--- src/rtl/core/sgm_pkg.sv ---
// Shared types and constants for the Sobel gradient magnitude unit.
package sgm_pkg;

  localparam int LANES      = 4;
  localparam int PIX_W      = 8 * LANES;
  localparam int WIN_TAPS   = 9;
  localparam int COL_W      = 10;
  localparam int ROW_W      = 16;
  localparam int IMG_W_BITS = 11;
  localparam int CFG_DATA_W = 16;
  localparam int CFG_IDX_W  = 1;
  localparam int LANE_LAT   = 5;

  localparam logic [CFG_IDX_W-1:0] REG_IMAGE_WIDTH  = 1'd0;
  localparam logic [CFG_IDX_W-1:0] REG_IMAGE_HEIGHT = 1'd1;

  localparam logic [IMG_W_BITS-1:0] IMAGE_WIDTH_RST  = 11'd1024;
  localparam logic [ROW_W-1:0]      IMAGE_HEIGHT_RST = 16'd480;

  typedef struct packed {
    logic [7:0] chan0_in;
    logic [7:0] chan1_in;
    logic [7:0] chan2_in;
    logic [7:0] chan3_in;
  } sgm_in_t;

  typedef struct packed {
    logic [7:0]       chan0_mag;
    logic [7:0]       chan1_mag;
    logic [7:0]       chan2_mag;
    logic [7:0]       chan3_mag;
    logic [COL_W-1:0] pixel_col;
    logic [ROW_W-1:0] pixel_row;
    logic             frame_last;
  } sgm_out_t;

  typedef struct packed {
    logic             valid;
    logic [COL_W-1:0] col;
    logic [ROW_W-1:0] row;
    logic             last;
  } sgm_meta_t;

  typedef logic [WIN_TAPS-1:0][PIX_W-1:0] sgm_win_t;
  typedef logic [WIN_TAPS-1:0][7:0]       sgm_lane_win_t;

endpackage

--- src/rtl/core/sgm_lane.sv ---
// One byte lane: Sobel gradients, sum of squares and pipelined square root.
module sgm_lane (
  input  logic                       clk,
  input  logic                       adv,
  input  sgm_pkg::sgm_lane_win_t     win,
  output logic [7:0]                 mag
);
  import sgm_pkg::*;

  typedef struct packed {
    logic [15:0] rem;
    logic [15:0] root;
  } sqrt_t;

  function automatic sqrt_t sqrt_step(sqrt_t s, int unsigned sh);
    logic [15:0] b;
    logic [16:0] trial;
    sqrt_t       r;
    b     = 16'd1 << sh;
    trial = {1'b0, s.root} + {1'b0, b};
    r     = s;
    if ({1'b0, s.rem} >= trial) begin
      r.rem  = s.rem - trial[15:0];
      r.root = (s.root >> 1) + b;
    end else begin
      r.root = s.root >> 1;
    end
    return r;
  endfunction

  logic signed [10:0] p [WIN_TAPS];
  logic signed [10:0] gx, gy;
  logic signed [10:0] gx_r, gy_r;
  logic signed [21:0] sqx, sqy;
  logic [19:0]        sqx_r, sqy_r;
  logic [20:0]        sum;
  logic [15:0]        q_r;
  logic               sat_r, sat_a_r;
  sqrt_t              sa, sa_r, sb;
  logic [7:0]         mag_r;

  always_comb begin
    for (int k = 0; k < WIN_TAPS; k++) begin
      p[k] = signed'({3'b000, win[k]});
    end
    gx  = p[0] + (p[1] <<< 1) + p[2] - p[6] - (p[7] <<< 1) - p[8];
    gy  = p[0] - p[2] + (p[3] <<< 1) - (p[5] <<< 1) + p[6] - p[8];
    sqx = gx_r * gx_r;
    sqy = gy_r * gy_r;
    sum = {1'b0, sqx_r} + {1'b0, sqy_r};
    sa  = '{rem: q_r, root: 16'd0};
    for (int k = 0; k < 4; k++) begin
      sa = sqrt_step(sa, 14 - 2 * k);
    end
    sb = sa_r;
    for (int k = 0; k < 4; k++) begin
      sb = sqrt_step(sb, 6 - 2 * k);
    end
  end

  always_ff @(posedge clk) begin
    if (adv) begin
      gx_r    <= gx;
      gy_r    <= gy;
      sqx_r   <= sqx[19:0];
      sqy_r   <= sqy[19:0];
      q_r     <= sum[17:2];
      sat_r   <= |sum[20:18];
      sa_r    <= sa;
      sat_a_r <= sat_r;
      mag_r   <= sat_a_r ? 8'hFF : sb.root[7:0];
    end
  end

  assign mag = mag_r;

endmodule

--- config.mk ---
export PLATFORM = sky130hd
export DESIGN_NAME = sgm_lane
export DESIGN_NICKNAME = d
export VERILOG_FILES = /design/src/rtl/core/sgm_pkg.sv /design/src/rtl/core/sgm_lane.sv
export SDC_FILE = /design/constraint.sdc
export NUM_CORES = 1
export LEC_CHECK = 0
export BUFFER_PORTS_ARGS = -buffer_cell sky130_fd_sc_hd__buf_4
export CORE_MARGIN = 2
export CORE_UTILIZATION = 65
export CTS_CLUSTER_SIZE = 40
export DETAILED_ROUTE_END_ITERATION = 12
export MAX_ROUTING_LAYER = met4
export PLACE_DENSITY = 0.8
export SYNTH_ARGS = -nofsm -noshare
export SYNTH_HDL_FRONTEND = slang
export SYNTH_SLANG_ARGS = --single-unit
--- constraint.sdc ---
create_clock -name clk -period 9.8 [get_ports clk]
set_input_delay 0.98 -clock clk [delete_from_list [all_inputs] [get_ports clk]]
set_output_delay 0.98 -clock clk [all_outputs]
set_load 0.03 [all_outputs]
[Yosys cells after proc, flatten, opt, wreduce, memory -nomap -nowiden]
Index checks and enable logic that the tools add are counted.
Widths: inputs -> output; s select.
Cells by class
  $add $sub $neg: 32
  $mul: 2
  $lt $le $gt $ge: 8
  muxes and demuxes: 15
  reductions and logical operators: 1
Operators with widths (number)
  $mux 16: 12
  $ge 16x17->1: 6
  $sub 16x16->16: 6
  $mul 11x11->20: 2
  $sub 11x9->11: 3
  $mux 15: 2
  $sub 11x10->11: 2
  $add 20x20->21: 1
  $add 16x1->17 const B: 1
  $add 16x11->17 const B: 1
  $add 16x3->17 const B: 1
  $add 16x5->17 const B: 1
  $add 16x7->17 const B: 1
  $add 16x9->17 const B: 1
  $add 15x11->16 const B: 1
  $add 15x13->16 const B: 1
  $add 15x3->16 const B: 1
  $add 15x5->16 const B: 1
  $add 15x7->16 const B: 1
  $add 15x9->16 const B: 1
  $ge 16x15->1 const B: 1
  $ge 16x16->1: 1
  $sub 16x15->16 const B: 1
  $add 14x13->15 const B: 1
  other kinds (8): 8
Word-level totals
  flip-flop bits (word level): 120
  input bits: 74
  word-level logic and storage cells: 69

[Longest topological paths before layout]
  word-level depth: 12
  depth in mapped cells: 39
  mapped depth without buffers: 34

[Worst setup path before layout]
OpenSTA, ideal clock, no wires.
  kind: register to register
  from: reg sa_r[8] (netlist name)
  to: reg mag_r[0], in the netlist mag[0] (data pin)
  library setup time: 267 ps
  arrival: 7252 ps
  required time: 9533 ps
  path slack: 2281 ps
  stages on the path, launching flop included: 36
  buffers on the path: 4
  clock period less this slack: 7519 ps
  path through: edfxtp_1 -> inv_1 -> ha_1 -> nand4_1 -> o311a_1 -> o21ai_4 -> clkbuf_1 -> nor2_1 -> a21oi_1 -> ha_1 -> clkbuf_1 -> and4_1 -> nand4_1 -> nor2_1 -> mux2_4 -> or2_0 -> buf_2 -> nor3_2 -> clkbuf_1 -> nor2_1 -> xnor2_1 -> ha_1 -> and4_1 -> nand2_1 -> nor4_1 -> o21ai_1 -> and3_1 -> nand2_2 -> mux2_2 -> ha_1 -> a21o_1 -> a2111oi_0 -> o211ai_1 -> a21o_1 -> a31oi_1 -> o211ai_1
On the way
  longest elaborated chain between the ends: 12
  elaborated cells between the ends (all ways): 22
  classes of those cells: add/sub: 11; order compare: 4; mux: 7
Ends and longest elaborated chain
  from (decl): RTL line sgm_lane.sv:39  | sqrt_t sa, sa_r, sb;
  from (signal assigned): RTL line sgm_lane.sv:69  | sa_r <= sa;
  $add 16x7->17: RTL line sgm_lane.sv:20  | trial = {1'b0, s.root} + {1'b0, b};
  $ge 16x17->1: RTL line sgm_lane.sv:22  | if ({1'b0, s.rem} >= trial) begin
  $mux 16: RTL line sgm_lane.sv:22
  $add 16x5->17: RTL line sgm_lane.sv:20
  $ge 16x17->1: RTL line sgm_lane.sv:22
  $mux 16: RTL line sgm_lane.sv:22
  $add 16x3->17: RTL line sgm_lane.sv:20
  $ge 16x17->1: RTL line sgm_lane.sv:22
  $mux 16: RTL line sgm_lane.sv:22
  $add 16x1->17: RTL line sgm_lane.sv:20
  $ge 16x17->1: RTL line sgm_lane.sv:22
  $mux 8 *: RTL line sgm_lane.sv:22
  to (signal assigned): RTL line sgm_lane.sv:71  | mag_r <= sat_a_r ? 8'hFF : sb.root[7:0];
  to (decl): RTL line sgm_lane.sv:40  | logic [7:0] mag_r;
Every way passes the cells marked *; elsewhere a longest branch is shown, timed or not.
A chain may end at the register's enable or synchronous reset.

[Worst setup path in the final report]
  from: reg sa_r[11] (netlist name)
  to: reg mag_r[0], in the netlist mag[0] (data pin)
Same word-level chain as after synthesis.

==> run_results.csv <==
group,metric,value,unit
sta,tightest_slew,943,ps
die,io_pins,82,
setup_path,path_class,"register to register",
global_routing,grt_pass1_wl,54100,um
cells_and_area,fillers,1823,
cells_and_area,final_cells,2002,
logic_synthesis,synth_seq_cells,104,
logic_synthesis,synthTopCellsByCount,"inv_1, fa_1, ha_1",
clock_network,clkLatencyLatePin,360,ps
clock_network,holdBufCountCts,0,
global_routing,antenna_found_initial,0,
cells_and_area,area_growth,6.99,%
drt,vias,11100,
clock_network,cts_tree,"done",
place,place.gp.congestion,0.865,
die,dieArea,26300,sq um
logic_synthesis,synth_area,16300,sq um
sta,slew_viol_final,0,
sta,rsz0062_at_grt,"no",
global_routing,gr-total-overflow,0,
clock_network,cts_buffer_depth,2,
logic_synthesis,ys_top_cells_by_area,"fa_1, edfxtp_1, ha_1, inv_1, xnor2_1",
logic_synthesis,ys_warn_count,0,
sta,max_freq,124,MHz
setup_path,critical_path_arrival,8160,ps
setup_path,slowest_delay,410,ps
drt,vias_per_cell,5.53,
setup_path,end_kind,"register",
sta,slew_headroom,0.371,
sta,clock_skew,12.3,ps
die,core_area,24500,sq um
cells_and_area,stdcell_area,17400,sq um
logic_synthesis,synth_top_area_cell,"fa_1",
global_routing,grt_pass1_vias,11800,
sta,setup_violations,0,
clock_network,path_clk_slew,80,ps
run,max-cap-violations,0,
logic_synthesis,postSynthCellCount,1619,
cells_and_area,fin_nets,2167,
cells_and_area,diodes,0,
logic_synthesis,ys_seq_area_frac,0.192,
logic_synthesis,syn_area_per_cell,10.0,sq um
sta,final-hold-violation-count,0,
logic_synthesis,async_reset_ff_frac,0,
logic_synthesis,synth_most_common_cell,"inv_1",
global_routing,grt_max_degree,78,
setup_path,cp-start-kind,"register",
outcome,status,"complete, no violations",
clock_network,root_buffer,"clkbuf_16",
drt,drc,0,
place,place_hpwl,26500,um
die,row_count,57,
place,dpl-instance-area,17100,sq um
drt,first_pass_iters,5,
drt,wirelength,31400,um
sta,setup_tns,0,ps
die,floorplan.initialDensity,0.665,
clock_network,numCtsBuffers,9,
logic_synthesis,syn_nets,2113,
setup_path,crit_required,9900,ps
place,numPortBuffers,73,
logic_synthesis,synth_top_flop_cell,"edfxtp_1",
place,dpl.cell_count,1986,
cells_and_area,final_layout_size_suffix_gt1_frac,0.0727,
clock_network,post_cts_buffers,0,
die,fp.dieH,162,um
drt,ant_nets,0,
setup_path,cpMaxStageDelayCell,"ha_1",
logic_synthesis,synth_top_area_frac,0.304,
clock_network,cts_resized,0,
clock_network,clock-sinks,104,
logic_synthesis,synth_enable_flop_cells,104,
setup_path,cp_max_fo,17,
clock_network,htree_num_levels,3,
sta,post-route-period-util,0.822,
die,die_width,162,um
worst_hold_path,hp-class,"register to register",
drt,drt_iter0_drc,607,
drt,route.detailed.wl_per_inst,15.7,um
global_routing,grt_use_total,0.266,
setup_path,cpMostUsedCell,"ha_1",
sta,fin_crit,8050,ps
logic_synthesis,ys_types,73,
==> final timing paths <==
path                                          from                   end  slack (ps)  cells past startpoint
worst max-delay path            sa_r[11]$_DFFE_PP_  mag[0]$_SDFFCE_PP1P_        1750                     33
worst min-delay path               sat_r$_DFFE_PP_     sat_a_r$_DFFE_PP_         440                      0
worst max register to register  sa_r[11]$_DFFE_PP_  mag[0]$_SDFFCE_PP1P_        1750                     33
worst min register to register     sat_r$_DFFE_PP_     sat_a_r$_DFFE_PP_         440                      0
==> registers in the layout, summed over array words and instances (netlist names) <==
| name | flops |
|---|---|
| mag | 8 |
| gx_r | 11 |
| sat_a_r | 1 |
| sat_r | 1 |
| sqy_r | 18 |
| gy_r | 11 |
| sqx_r | 18 |
| q_r | 16 |
| sa_r | 20 |
==> cells in the final DEF (no fill, tap or decap), types with 4 or more instances in the layout <==
cell type and count:
ha_1 173, nor3_1 20, and2_1 81, o211ai_1 9, clkbuf_16 9, a21oi_1 64, mux2i_1 11, nand2_1 79
nand4b_1 4, nor2b_1 21, a21o_1 20, nand3_1 22, mux2_2 5, edfxtp_1 104, o21ai_1 4, fa_1 247
or4_4 4, a21boi_0 8, nand4_1 5, o21ai_0 38, inv_1 358, o31ai_1 9, and3_1 10, nor4_1 4
a211oi_1 8, nor2_1 51, xnor2_1 80, o21a_1 8, nand2b_1 16, xor2_1 31, o211a_1 4, or3_1 13
buf_4 75, o21bai_1 15, or2_2 7, or4_1 4
==> cells by family after synthesis <==
| kind of cell | count (synthesis) | share of synthesized area |
|---|---|---|
| compound gates | 218 | 0.0893 |
| xor+xnor | 111 | 0.0598 |
| simple gates | 358 | 0.120 |
| mux | 17 | 0.0112 |
| buf+inv | 391 | 0.0909 |
| fa+ha+maj | 420 | 0.437 |
| flops | 104 | 0.192 |
==> routing by layer <==
metal,vias to the layer above,wire length (um),global-route usage
met2,242,16700,0.479
li1,5327,-,-
met1,5446,12800,0.321
met3,47,1330,0.0324
met5,-,0,-
met4,0,613,0.0607
==> through the flow <==
| stage | hold WS (ps) | util | setup WS [ps] |
|---|---|---|---|
| after floorplan | 400 | - | 2280 |
| after CTS | 443 | 0.712 | 1810 |
| after detailed placement | 425 | 0.699 | 1810 |
| after global routing | 451 | 0.712 | 1110 |
| final | 437 | 0.712 | 1750 |
| after global placement | 413 | 0.699 | 1870 |
==> layout make-up <==
cell class | instances | area [sq um] | share of cell area
flip-flops and latches | 104 | 3120 | 0.179
inverters | 359 | 1350 | 0.0774
clock inverters | 7 | 75.1 | 0.00431
multi-input cells | 1124 | 11700 | 0.670
well taps | 324 | 405 | 0.0233
clock buffers | 9 | 225 | 0.0129
repair buffers | 75 | 563 | 0.0323
==> critical path, delay by kind of cell, from the launching register on <==
family / cells / cell delay [ps]
AO/OA/AOI/OAI: 9 / 1910
multiplexers: 2 / 650
buffers and inverters: 2 / 430
flip-flops: 1 / 390
AND/OR/NAND/NOR: 15 / 2790
XOR/XNOR: 1 / 150
adder cells (fa/ha/maj): 4 / 1470
Power is left out: the tool's default activity adds up to more than one toggle a clock period on the data nets, which glitch-free logic cannot reach.
